==> src/sv/hsv_pkg.sv <==
`timescale 1ns / 1ps

package hsv_pkg;

  localparam int CH_W  = 8;
  localparam int QW    = 16;
  localparam int DIV_W = 11;
  localparam int PAD   = DIV_W - CH_W;
  localparam int NSTEP = QW;
  localparam logic [QW-1:0] SAT_ONE = QW'(32768);

  typedef struct packed {
    logic [DIV_W-1:0] rem;
    logic [DIV_W-1:0] dvs;
    logic [QW-1:0]    quo;
  } hsv_lane_t;

  typedef struct packed {
    hsv_lane_t       hue;
    hsv_lane_t       sat;
    logic            hue_zero;
    logic            sat_zero;
    logic [CH_W-1:0] value;
  } hsv_stage_t;

  // One restoring division step: the remainder stays below the divisor if it started below it.
  function automatic hsv_lane_t div_step(hsv_lane_t l);
    logic [DIV_W:0] wide;
    logic [DIV_W:0] dvs_w;
    hsv_lane_t      o;
    wide  = {l.rem, 1'b0};
    dvs_w = {1'b0, l.dvs};
    o     = l;
    if (wide >= dvs_w) begin
      o.rem = DIV_W'(wide - dvs_w);
      o.quo = {l.quo[QW-2:0], 1'b1};
    end else begin
      o.rem = wide[DIV_W-1:0];
      o.quo = {l.quo[QW-2:0], 1'b0};
    end
    return o;
  endfunction

endpackage

==> src/sv/hsv_front.sv <==
`timescale 1ns / 1ps

module hsv_front (
  input  logic                        clk,
  input  logic                        rst_n,
  input  logic                        advance,
  input  logic                        in_vld,
  input  logic [hsv_pkg::CH_W-1:0]    red,
  input  logic [hsv_pkg::CH_W-1:0]    green,
  input  logic [hsv_pkg::CH_W-1:0]    blue,
  output logic                        out_vld,
  output hsv_pkg::hsv_stage_t         out_stg
);

  logic [hsv_pkg::CH_W-1:0]  v;
  logic [hsv_pkg::CH_W-1:0]  mn;
  logic [hsv_pkg::DIV_W-1:0] r_w;
  logic [hsv_pkg::DIV_W-1:0] g_w;
  logic [hsv_pkg::DIV_W-1:0] b_w;
  logic [hsv_pkg::DIV_W-1:0] c_w;
  logic [hsv_pkg::DIV_W-1:0] dvs_h;
  logic [hsv_pkg::DIV_W-1:0] num;
  hsv_pkg::hsv_stage_t       stg_nxt;
  hsv_pkg::hsv_stage_t       stg_r;
  logic                      vld_r;

  always_comb begin
    v = (red > green) ? red : green;
    if (blue > v) begin
      v = blue;
    end
    mn = (red < green) ? red : green;
    if (blue < mn) begin
      mn = blue;
    end
    r_w   = {{hsv_pkg::PAD{1'b0}}, red};
    g_w   = {{hsv_pkg::PAD{1'b0}}, green};
    b_w   = {{hsv_pkg::PAD{1'b0}}, blue};
    c_w   = {{hsv_pkg::PAD{1'b0}}, v} - {{hsv_pkg::PAD{1'b0}}, mn};
    dvs_h = (c_w << 2) + (c_w << 1);
    if (v == red) begin
      if (green >= blue) begin
        num = g_w - b_w;
      end else begin
        num = dvs_h - (b_w - g_w);
      end
    end else if (v == green) begin
      num = (c_w << 1) + b_w - r_w;
    end else begin
      num = (c_w << 2) + r_w - g_w;
    end
    stg_nxt.hue.rem  = num;
    stg_nxt.hue.dvs  = dvs_h;
    stg_nxt.hue.quo  = '0;
    stg_nxt.sat.rem  = c_w;
    stg_nxt.sat.dvs  = {{(hsv_pkg::PAD - 1){1'b0}}, v, 1'b0};
    stg_nxt.sat.quo  = '0;
    stg_nxt.hue_zero = (v == mn);
    stg_nxt.sat_zero = (v == '0);
    stg_nxt.value    = v;
  end

  always_ff @(posedge clk) begin
    if (!rst_n) begin
      vld_r <= 1'b0;
    end else if (advance) begin
      vld_r <= in_vld;
    end
  end

  always_ff @(posedge clk) begin
    if (advance) begin
      stg_r <= stg_nxt;
    end
  end

  assign out_vld = vld_r;
  assign out_stg = stg_r;

endmodule

==> src/sv/hsv_div_step.sv <==
`timescale 1ns / 1ps

module hsv_div_step (
  input  logic                clk,
  input  logic                rst_n,
  input  logic                advance,
  input  logic                in_vld,
  input  hsv_pkg::hsv_stage_t in_stg,
  output logic                out_vld,
  output hsv_pkg::hsv_stage_t out_stg
);

  hsv_pkg::hsv_stage_t stg_nxt;
  hsv_pkg::hsv_stage_t stg_r;
  logic                vld_r;

  always_comb begin
    stg_nxt     = in_stg;
    stg_nxt.hue = hsv_pkg::div_step(in_stg.hue);
    stg_nxt.sat = hsv_pkg::div_step(in_stg.sat);
  end

  always_ff @(posedge clk) begin
    if (!rst_n) begin
      vld_r <= 1'b0;
    end else if (advance) begin
      vld_r <= in_vld;
    end
  end

  always_ff @(posedge clk) begin
    if (advance) begin
      stg_r <= stg_nxt;
    end
  end

  assign out_vld = vld_r;
  assign out_stg = stg_r;

endmodule

==> src/sv/rgb_to_hsv_pixel_converter.sv <==
`timescale 1ns / 1ps
// Each accepted pixel passes the min/max stage and then every division stage.
// Throughput: one pixel per cycle; each of the 16 division stages after the
// min/max stage produces one quotient bit of hue and of saturation.
// The whole pipeline holds while a result is stalled on the output.
// Reset (synchronous, rst_n low) clears every stage valid bit.

module rgb_to_hsv_pixel_converter (
  input  logic                     clk,
  input  logic                     rst_n,
  input  logic                     in_valid,
  output logic                     in_stall,
  input  logic [hsv_pkg::CH_W-1:0] in_red,
  input  logic [hsv_pkg::CH_W-1:0] in_green,
  input  logic [hsv_pkg::CH_W-1:0] in_blue,
  output logic                     out_valid,
  input  logic                     out_stall,
  output logic [hsv_pkg::QW-1:0]   out_hue,
  output logic [hsv_pkg::QW-1:0]   out_saturation,
  output logic [hsv_pkg::CH_W-1:0] out_value
);

  logic                advance;
  logic                vld [0:hsv_pkg::NSTEP];
  hsv_pkg::hsv_stage_t stg [0:hsv_pkg::NSTEP];
  hsv_pkg::hsv_stage_t last;

  assign advance  = !vld[hsv_pkg::NSTEP] || !out_stall;
  assign in_stall = !advance;

  hsv_front u_front (
    .clk     (clk),
    .rst_n   (rst_n),
    .advance (advance),
    .in_vld  (in_valid),
    .red     (in_red),
    .green   (in_green),
    .blue    (in_blue),
    .out_vld (vld[0]),
    .out_stg (stg[0])
  );

  for (genvar k = 0; k < hsv_pkg::NSTEP; k++) begin : g_step
    hsv_div_step u_step (
      .clk     (clk),
      .rst_n   (rst_n),
      .advance (advance),
      .in_vld  (vld[k]),
      .in_stg  (stg[k]),
      .out_vld (vld[k+1]),
      .out_stg (stg[k+1])
    );
  end

  assign last           = stg[hsv_pkg::NSTEP];
  assign out_valid      = vld[hsv_pkg::NSTEP];
  assign out_hue        = last.hue_zero ? '0 : last.hue.quo;
  assign out_saturation = last.sat_zero ? '0 : last.sat.quo;
  assign out_value      = last.value;

`ifndef SYNTHESIS
  a_sat_range: assert property (@(posedge clk) disable iff (!rst_n)
    out_valid |-> out_saturation <= hsv_pkg::SAT_ONE)
    else $error("saturation above one");

  a_black: assert property (@(posedge clk) disable iff (!rst_n)
    out_valid && out_value == '0 |-> out_saturation == '0 && out_hue == '0)
    else $error("black pixel with non-zero hue or saturation");

  a_hue_rem: assert property (@(posedge clk) disable iff (!rst_n)
    out_valid && !last.hue_zero |-> last.hue.rem < last.hue.dvs)
    else $error("hue remainder not below divisor");

  a_sat_rem: assert property (@(posedge clk) disable iff (!rst_n)
    out_valid && !last.sat_zero |-> last.sat.rem < last.sat.dvs)
    else $error("saturation remainder not below divisor");

  a_hold: assert property (@(posedge clk) disable iff (!rst_n)
    out_valid && out_stall |=> out_valid && $stable(last))
    else $error("pipeline moved during an output stall");
`endif

endmodule

==> config.mk <==
export PLATFORM = sky130hd
export DESIGN_NAME = rgb_to_hsv_pixel_converter
export DESIGN_NICKNAME = d
export VERILOG_FILES = /design/src/sv/hsv_pkg.sv /design/src/sv/hsv_front.sv /design/src/sv/hsv_div_step.sv /design/src/sv/rgb_to_hsv_pixel_converter.sv
export SDC_FILE = /design/constraint.sdc
export NUM_CORES = 2
export LEC_CHECK = 0
export ABC_CLOCK_PERIOD_IN_PS = 45500
export BUFFER_PORTS_ARGS = -buffer_cell sky130_fd_sc_hd__clkbuf_2
export CORE_ASPECT_RATIO = 2
export CORE_UTILIZATION = 35
export CTS_BUF_LIST = sky130_fd_sc_hd__clkbuf_8
export CTS_CLUSTER_SIZE = 30
export DETAILED_ROUTE_END_ITERATION = 8
export SLEW_MARGIN = 0
export SYNTH_ARGS = -nofsm -noshare
export SYNTH_HDL_FRONTEND = slang
export SYNTH_SLANG_ARGS = --single-unit
==> constraint.sdc <==
create_clock -name clk -period 45.5 [get_ports clk]
set_input_delay 11.375 -clock clk [delete_from_list [all_inputs] [get_ports clk]]
set_output_delay 11.375 -clock clk [all_outputs]
set_load 0.02 [all_outputs]
==> summary.txt <==
Detailed routing
  • Initial DRT Pass Iterations: 5
  • Routed vias/inst: 4.858
  • Total number of vias: roughly 29k
  • DR iter-0 viols: around 1.1k
  • Routed Antenna Nets: 0
  • Final WL: between 90,000 and 100,000 µm
  • DR WL/cell: about 15 µm
  • Drt drc: 0

Yosys
  • Synthesized area: between 40,000 and 50,000 µm²
  • Synth Warn #: 0
  • Netlist cell types: 86
  • Synth Flop Type: edfxtp_1
  • Syn_nets: between 4k and 5k
  • Asr flop ratio synth: 0%
  • Register bit total from synthesis: between 900 and 1k
  • Syn Area/Cell: between 10 and 15 µm²
  • Top post-synthesis cells by area: edfxtp_1 58%, ha_1 9.4%, inv_1 4.4%
  • Sequential area share after synthesis: between 50% and 60%
  • Post-synth EDFFs: about 920
  • Cell taking the most area after synthesis: edfxtp_1
  • Instance count of the mapped netlist: between 3k and 4k
  • Synth top area share: a little under three fifths

Clock tree
  • Root Driver: clkbuf_8
  • Clk sinks: roughly 940
  • TritonCTS buffer count: around 140
  • Setup bufs post-CTS: 0
  • Cts hold-fix bufs: 0
  • Clk buf depth: 3
  • Post-CTS resize count: 0
  • CTS tree: yes
  • Clk slew on worst S/H paths: approximately 0.070 ns
  • Clk Latency, worst-skew pair: just over 0.8 ns
  • H-tree depth: 4

Setup path
  • Reg2Reg Setup Slack: a little over 40 ns
  • Worst Setup Path Type: in -> out
  • Crit path DAT: around 13 ns
  • WP data required: 34.12 ns
  • Startpoint types: input port
  • Crit path max fanout: between 70 and 80
  • CP Capture Type: output pin

STA
  • Final setup vio count: 0
  • Number of hold violations in the final report: 0
  • Slew Limit Headroom: roughly an eighth
  • Max-slew violations: 0
  • Fin Setup TNS: 0 ns
  • Final period util: a little over half
  • Fmax: slightly above 0.04 GHz
  • Fin crit period: approximately 24 ns
  • Skew final: ~0.045 ns
  • Slew @ Worst Pin: around 1.3 ns
  • RSZ-0062 raised after global routing: no

Cells and area
  • Footprint of the multi-input gates: about 18,000 µm²
  • Fin nets: approximately 4.6k
  • Area Overhead vs Synth: 10.18%
  • # fillers: between 10k and 15k
  • Layout cell share with drive strength beyond 1: 8.160%
  • Most frequent cells in the layout: 921 x edfxtp_1, 600 x inv_1, 363 x ha_1
  • Commonest non-fill, non-tap cell in the layout: edfxtp_1
  • FF/Latch Area: around 28,000 µm²

Global routing
  • GRT Residual Overflow: 0
  • Gr usage total: a little over an eighth
  • Largest net degree at the start of global routing: 94
  • Antenna violations before repair: 1
  • Vias in the first global route: ~30k
  • Global-route wire length before repair: 145,500 µm

Floorplanning
  • Initial core utilization: 35.23%
  • Die width: 264.1 µm
  • Die Height: ~530 µm
  • Die ar.: between 100,000 and 150,000 µm²
  • IO Count: 70
  • Row Count: 192
  • Core footprint: roughly 140,000 µm²

Place
  • DP HPWL: about 70,000 µm
  • Routability congestion estimate: between 0.9 and 1
  • Buffers on Ports: 69

Run
  • Max cap viols: 0

Outcome
  • Outcome: finished clean

Min path
  • HP Class: reg -> reg
-- worst paths after layout --
| path | startpoint | to | cells after the start |
|---|---|---|---|
| max | out_stall | in_stall | 4 |
| min | g_step[14].u_step.out_stg[48] | g_step[15].u_step.out_stg[49] | 0 |
| max reg2reg | g_step[5].u_step.out_stg[66] | g_step[6].u_step.out_stg[79] | 16 |
| min reg2reg | g_step[14].u_step.out_stg[48] | g_step[15].u_step.out_stg[49] | 0 |
-- metrics by stage --
step	worst slack [ns]	hold slack, ns	area, µm²	util, %	instances
after global routing	20.75	0.3739	52970	38.82	5987
after CTS	20.93	0.3572	52960	38.82	5986
after global placement	20.96	0.4002	50470	36.99	5741
after detailed placement	20.92	0.4045	50470	36.99	5741
after floorplan	7.366	0.4003	48070	-	3980
final	21.03	0.3761	52970	38.82	5988
-- routing by layer --
metal  GRT usage [%]  wire [µm]
met3           2.303       2297
met5               0          0
met2           29.18      57300
met4           8.845       5773
met1           9.369      27350
-- flip-flops by register name (all words and copies together) (netlist names) --
register               flops
g_step.u_step.out_stg    882
u_front.out_stg           39
u_front.out_vld            1
g_step.u_step.out_vld     16
-- cell families (layout without fill, tap and decap cells) --
family	count (synthesis)	after routing	share of synthesized area (%)
adders and majority gates	418	418	11.66
xor gates and xnor gates	250	250	4.555
DFF	938	938	58.24
muxes	50	50	1.176
and+or+nand+nor	856	856	8.938
other	0	2	0
AOI/OAI and AO/OA	828	828	10.37
buffers and inverters	640	900	5.062
-- cells in the mapped netlist (all sizes together) (11+ instances only) --
library cell	count
nand4	48
a21oi	348
a211oi	14
o21ai	222
nand4b	14
nor2b	92
a211o	17
nand2	197
fa	51
edfxtp	921
o211ai	11
nand2b	68
or4	11
mux2	39
nand3	50
and2	53
o21bai	30
nor4	14
xor2	58
or2	17
dfxtp	17
buf	11
o31ai	27
ha	363
inv	565
nor2	252
a21boi	17
a221oi	19
a21o	91
nor3	22
xnor2	192
clkbuf	63
-- layout make-up --
class	instances	area share [%]
sequential	938	52.85
tap	1746	4.124
multi-input combinational	2402	33.35
antenna	2	0.009448
timing repair buffer	89	0.9354
inverter	566	4.011
clock buffer	137	3.560
clock inverter	108	1.155
-- critical path: stages --
cell,delay (ns)
clkbuf_2,0.10
nand2_4,0.60
clkinv_1,0.69
clkbuf_2,0.32
Power is not shown: default switching activity piles up to over one toggle a cycle in this logic, so the estimate is an artifact.
